File: src/hw/rtl/salc_ram.sv
// generic simple dual-port ram with registered read
module salc_ram #(
  parameter int Width = 8,
  parameter int Depth = 16
) (
  input  logic                                    clk_i,
  input  logic                                    we_i,
  input  logic [((Depth > 1) ? $clog2(Depth) : 1)-1:0] waddr_i,
  input  logic [Width-1:0]                        wdata_i,
  input  logic [((Depth > 1) ? $clog2(Depth) : 1)-1:0] raddr_i,
  output logic [Width-1:0]                        rdata_o
);

  logic [Width-1:0] mem_q [Depth];
  logic [Width-1:0] rdata_q;

  always_ff @(posedge clk_i) begin
    if (we_i) begin
      mem_q[waddr_i] <= wdata_i;
    end
    rdata_q <= mem_q[raddr_i];
  end

  assign rdata_o = rdata_q;

endmodule

File: config.mk
export PLATFORM = sky130hd
export DESIGN_NAME = salc_ram
export DESIGN_NICKNAME = d
export VERILOG_FILES = /design/src/hw/rtl/salc_ram.sv
export SDC_FILE = /design/constraint.sdc
export NUM_CORES = 1
export LEC_CHECK = 0
export ABC_AREA = 1
export BUFFER_PORTS_ARGS = -buffer_cell sky130_fd_sc_hd__buf_4
export CAP_MARGIN = 20
export CELL_PAD_IN_SITES_DETAIL_PLACEMENT = 0
export CELL_PAD_IN_SITES_GLOBAL_PLACEMENT = 1
export CORE_MARGIN = 10
export CORE_UTILIZATION = 52
export CTS_CLUSTER_DIAMETER = 50
export DETAILED_ROUTE_END_ITERATION = 12
export GPL_TIMING_DRIVEN = 0
export PLACE_DENSITY = 0.92
export SETUP_SLACK_MARGIN = 0.2
export SYNTH_ARGS = -nofsm -noshare
export SYNTH_HDL_FRONTEND = slang
export SYNTH_SLANG_ARGS = --single-unit
File: constraint.sdc
create_clock -name clk_i -period 2.4 [get_ports clk_i]
set_clock_uncertainty 0.15 [all_clocks]
set_input_delay 0.48 -clock clk_i [delete_from_list [all_inputs] [get_ports clk_i]]
set_output_delay 0.48 -clock clk_i [all_outputs]
set_load 0.005 [all_outputs]
==> results of run 1 <==
-- Yosys cell counts (all sizes together) --
cell type  number
nand2         173
dfxtp           8
nand3          97
nor2           17
nand3b          2
inv           102
buf            24
edfxtp        128
-- logic make-up (layout without fill, tap and decap cells) --
family                 Yosys count  count (layout)  share of synthesized area, %
flip-flops                     136             136                          69.4
AND/OR/NAND/NOR                289             289                          21.0
buffers and inverters          126             180                          9.52
-- area by class of cell --
cell class / instances / share of cell area, %
flip-flops and latches: 136 / 59.5
multi-input cells: 289 / 18.0
clock buffers: 17 / 6.15
inverters: 102 / 5.69
clock inverters: 15 / 3.09
well taps: 140 / 2.60
plain buffers: 24 / 2.47
repair buffers: 22 / 2.45
-- stage by stage --
stage               utilization (%)  hold slack (ns)  power [mW]  instance area [um2]  setup WS (ns)
floorplan                         -            0.429        2.91                 5770          0.819
global placement               56.3            0.528        3.06                 6110          0.207
detailed placement             56.3            0.549        3.07                 6110          0.168
CTS                            62.1            0.115        5.75                 6730          0.718
global route                   62.1            0.135        5.88                 6730          0.641
finish                         62.1            0.121        5.75                 6730          0.719
-- flip-flops by register name (all words and copies together), names as in the netlist --
name / flops
mem_q: 128
rdata_o: 8
-- per-layer routing --
| metal | share of wire, % | track usage [%] | up-vias |
|---|---|---|---|
| li1 | - | - | 1855 |
| met1 | 40 | 21.4 | 1848 |
| met2 | 48 | 28.5 | 219 |
| met3 | 9.6 | 5.07 | 17 |
| met4 | 1.6 | 6.78 | 0 |
| met5 | 0 | 0 | - |
-- worst paths after layout --
path                                               end  cells after the start
worst max register to register      rdata_o[0]$_DFF_P_                      6
worst min-delay path            mem_q[15][4]$_DFFE_PP_                      1
worst max-delay path             mem_q[6][0]$_DFFE_PP_                      3
worst min register to register      rdata_o[3]$_DFF_P_                      6
-- worst max-delay path, cell delays in order --
cell and delay (ns):
buf_4 0.12, nand3b_1 0.25, nor2_1 0.82
-- power by group --
group          switching, mW  total [mW]  leakage [nW]  internal, mW
combinational          0.241       0.357          1.41         0.116
sequential            0.0139        2.67          1.22          2.66
clock                  0.948        2.72         0.304          1.78
total                   1.20        5.75          2.93          4.55
==> impl_metrics.csv, run 1 <==
group,metric,value,unit
run_status,status,"completed",
floorplanning,dieArea,15700,um2
sta,finalCritPeriodShare,70.0,%
drt,wire_per_inst,18.4,um
drt,dr.pass1.iters,6,
grt,grt_pass1_vias,3888,
floorplanning,die_width,125,um
drt,drt_iter0_markers,436,
floorplanning,coreArea,10800,um2
floorplanning,rows,38,
grt,grt_pass1_wl,21200,um
clocking,cts.path.max_buffers,2,
placement,dp.cells,713,
yosys,synth_area_per_cell,10.5,um2
flow_run,maxCapViolations,0,
yosys,synth_top_area_cell,"edfxtp_1",
placement,place_hpwl,8790,um
final_layout,nets,610,
worst_setup_path,endpoint_kind,"register",
clocking,h-tree-depth,4,
grt,grt_max_degree,17,
clocking,cts_hold_buf,0,
pwr,power_density,854,nW/um2
worst_setup_path,r2r_start,"mem_q[15][0]$_DFFE_PP_",
final_layout,final_common_cell,"nand2_1",
yosys,synthTopCellsByArea,"edfxtp_1 (67%), nand2_1 (11%), nand3_1 (8.4%), inv_1 (6.5%), dfxtp_1 (2.8%)",
yosys,ys_seq_area_share,69.4,%
worst_setup_path,crit_required,2.40,ns
sta,fin_crit,1.68,ns
final_layout,multi_input_area,1210,um2
grt,antenna_found_initial,0,
clocking,cts.repair.resized,0,
floorplanning,pin_count,26,
final_layout,filler_cell_count,818,
clocking,root_buffer,"clkbuf_8",
clocking,cts_tree,"yes",
final_layout,diodes,0,
floorplanning,start_util,53.2,%
drt,vias,3939,
sta,slew_headroom,31.3,%
drt,ant_nets,0,
drt,finalWirelength,13700,um
drt,drc,0,
pwr,vdd_ir_drop_max,441,uV
worst_setup_path,crit_start,"waddr_i[3]",
hold_path,holdCritStartpoint,"wdata_i[4]",
clocking,clock_latency,0.53,ns
yosys,synth_top_area_share,66.7,%
yosys,yosysWarnings,0,
pwr,p_leak,2.93,nW
yosys,synthCells,551,
worst_setup_path,path_class,"in2reg",
placement,gp_congestion,0.915,
final_layout,ff_latch_area,4000,um2
yosys,syn_area,5770,um2
yosys,netlist-cell-type-count,12,
clocking,cts_sinks,136,
final_layout,fin_cells,745,
floorplanning,fp.dieH,125,um
sta,worst_pin_slew,1.03,ns
placement,portBuffers,22,
sta,hold_viol,0,
hold_path,hp-class,"in2reg",
drt,via_per_inst,5.29,
sta,setup_viol,0,
clocking,cts_setup_buffers,0,
clocking,clk_pin_slew,0.06,ns
yosys,synth_nets,569,
final_layout,final_cell_mix,"nand2_1 (173), edfxtp_1 (128), inv_1 (100), nand3_1 (97), buf_4 (26)",
clocking,cts_buffers,17,
sta,slew_viol_final,0,
worst_setup_path,critPathMaxFanout,8,
sta,rsz0062_at_grt,"no",
grt,grt-ovfl-total,0,
worst_setup_path,cp-start-kind,"input pin",
final_layout,area_delta_synth_final,16.7,%
sta,fmax,0.595,GHz
worst_setup_path,arrival,1.68,ns
sta,final.setup.tns,0,ns
final_layout,layout-drive-gt1-share,12.9,%
grt,grt_usage,17.4,%
worst_setup_path,r2r_slack,1.21,ns
yosys,yosys_register_bits,136,
(Power assumes the default switching activity.)
==> run 2, diff against run 1 <==
--- a/config.mk
+++ b/config.mk
@@ -11,11 +11,11 @@
 export CELL_PAD_IN_SITES_DETAIL_PLACEMENT = 0
 export CELL_PAD_IN_SITES_GLOBAL_PLACEMENT = 1
 export CORE_MARGIN = 10
-export CORE_UTILIZATION = 52
+export CORE_UTILIZATION = 44
 export CTS_CLUSTER_DIAMETER = 50
 export DETAILED_ROUTE_END_ITERATION = 12
 export GPL_TIMING_DRIVEN = 0
-export PLACE_DENSITY = 0.92
+export PLACE_DENSITY = 0.83
 export SETUP_SLACK_MARGIN = 0.2
 export SYNTH_ARGS = -nofsm -noshare
 export SYNTH_HDL_FRONTEND = slang
==> constraint.sdc (replaced) <==
create_clock -name clk_i -period 1.4 [get_ports clk_i]
set_clock_uncertainty 0.15 [all_clocks]
set_input_delay 0.28 -clock clk_i [delete_from_list [all_inputs] [get_ports clk_i]]
set_output_delay 0.28 -clock clk_i [all_outputs]
set_load 0.005 [all_outputs]
==> run 2 against run 1 <==
Effect of this change:
- sequential cell count did not move
- clock-buffer cell count rose by 5
- worst hold slack worse by 0.069 ns
- combinational power up 96%
- global-route usage is 1.3 points lower
- power grew 64%
- sequential share of layout area is 2.5 points lower
- critical endpoint is now rdata_o[3]
- clock power increased by 53%
- routed wire length is 3.2% higher
- via count is 0.79% lower
- critical path type is now reg2out
- critical path depth shrank 2
- highest routed layer unchanged
- non-clock buffer count is 8 higher
==> impl_metrics.csv, run 2 (synthesis gave the netlist of run 1 again) <==
group,metric,value,unit
floorplanning,fp.dieH,134,um
final_layout,area_delta_synth_final,22.0,%
worst_setup_path,rr_endpoint,"rdata_o[0]$_DFF_P_",
placement,dp.cells,745,
sta,slew_headroom,66.2,%
sta,setup_viol,0,
run_status,status,"completed",
final_layout,nets,618,
grt,grt_pass1_wl,21500,um
worst_setup_path,critPathMaxFanout,1,
final_layout,regMostFlops,"mem_q",
clocking,cts.path.max_buffers,2,
clocking,root_buffer,"clkbuf_16",
pwr,vdd_ir_drop_max,883,uV
grt,grt_usage,16.1,%
clocking,cts_tree,"yes",
flow_run,maxCapViolations,0,
worst_setup_path,rr_worst_depth,6,
worst_setup_path,crit_required,0.97,ns
drt,ant_nets,0,
floorplanning,dieArea,18100,um2
sta,rsz0062_at_grt,"yes",
sta,slew_viol_final,0,
placement,portBuffers,22,
clocking,cts_sinks,136,
final_layout,post-route-util,55.3,%
drt,via_per_inst,4.98,
grt,antenna_found_initial,0,
sta,worst_pin_slew,0.508,ns
drt,drc,0,
placement,place_hpwl,9170,um
drt,vias,3908,
sta,fin_crit,1.27,ns
worst_setup_path,path_class,"reg2out",
final_layout,diodes,0,
sta,fmax,0.785,GHz
drt,dr.pass1.iters,5,
final_layout,fin_cells,784,
clocking,cts_hold_buf,0,
worst_setup_path,critical_path_buf_inv_count,1,
floorplanning,coreArea,12700,um2
floorplanning,die_width,134,um
worst_setup_path,slowest_delay,0.32,ns
grt,grt_max_degree,17,
placement,gp_congestion,0.831,
worst_setup_path,path_cells,"buf_6",
clocking,clock_latency,0.42,ns
worst_setup_path,arrival,0.84,ns
floorplanning,pin_count,26,
pwr,p_leak,2.98,nW
final_layout,final_common_cell,"nand2_1",
worst_setup_path,r2r_start,"mem_q[10][0]$_DFFE_PP_",
drt,wire_per_inst,18.0,um
drt,finalWirelength,14100,um
hold_path,min_path_cells,1,
grt,grt_pass1_vias,3718,
hold_path,min_to,"mem_q[6][7]$_DFFE_PP_",
worst_setup_path,endpoint_kind,"output port",
pwr,power_density,1340,nW/um2
grt,grt-ovfl-total,0,
final_layout,fin_area,7040,um2
pwr,finalPower,9.43,mW
final_layout,layout-drive-gt1-share,19.3,%
floorplanning,rows,41,
worst_setup_path,r2r_slack,0.22,ns
placement,place_area,6230,um2
hold_path,holdCritStartpoint,"wdata_i[7]",
drt,drt_iter0_markers,373,
hold_path,hp-class,"in2reg",
clocking,clk_pin_slew,0.05,ns
worst_setup_path,slowest_stage,"dfxtp_2",
final_layout,final_cell_mix,"nand2_1 (169), edfxtp_1 (128), inv_1 (100), nand3_1 (85), buf_4 (24)",
worst_setup_path,cp-start-kind,"register",
clocking,h-tree-depth,4,
worst_setup_path,cpLargestDelayFamily,"flip-flops",
sta,finalCritPeriodShare,91.0,%
floorplanning,start_util,45.3,%
sta,hold_viol,0,
clocking,cts_buffers,17,
final_layout,largest_reg_flops,128,
run 2: through the flow:
stage               setup TNS (ns)  worst slack, ns  hold WS, ns
floorplan                        0           0.0964        0.229
global placement            -25.08           -0.393        0.469
detailed placement          -27.26           -0.406        0.486
CTS                              0           0.0404       0.0451
global route                     0            0.100       0.0501
finish                           0            0.126       0.0525
run 2: layer usage:
layer / vias up / global-route usage (%) / share of wire, % / wire (um)
li1: 1876 / - / - / -
met1: 1831 / 21.3 / 44 / 6200
met2: 174 / 24.8 / 47 / 6570
met3: 27 / 3.97 / 7.3 / 1030
met4: 0 / 6.65 / 2.2 / 314
met5: - / 0 / 0 / 0
run 2: final cells by class:
class,instances,area (um2)
Buffer,24,181
Fill cell,1117,5680
Inverter,102,383
Multi-Input combinational cell,289,1400
Clock inverter,9,103
Timing Repair Buffer,30,298
Clock buffer,22,444
Tap cell,172,215
Sequential cell,136,4010
run 2: repair_timing:
action | 4_1_cts | 5_1_grt
resized for setup | 4 | 35
setup buffers | 0 | 8
endpoints found under the setup margin | 72 | 79
pin swaps | 0 | 6
run 2: report_power, final:
part,internal (mW),switching (mW)
registers,4.56,0.0278
logic,0.240,0.458
clock network,2.59,1.56
run 2: how the worst max path moves through the flow:
stage / start / endpoint / slack (ns) / cells past startpoint
floorplan: waddr_i[2] / mem_q[10][0]$_DFFE_PP_ / 0.1 / 2
global route: rdata_o[6]$_DFF_P_ / rdata_o[6] / 0.10 / 1
CTS: waddr_i[3] / mem_q[6][6]$_DFFE_PP_ / 0.04 / 3
detailed placement: waddr_i[3] / mem_q[6][5]$_DFFE_PP_ / -0.41 / 3
finish: rdata_o[3]$_DFF_P_ / rdata_o[3] / 0.13 / 1
global placement: waddr_i[3] / mem_q[7][3]$_DFFE_PP_ / -0.39 / 3
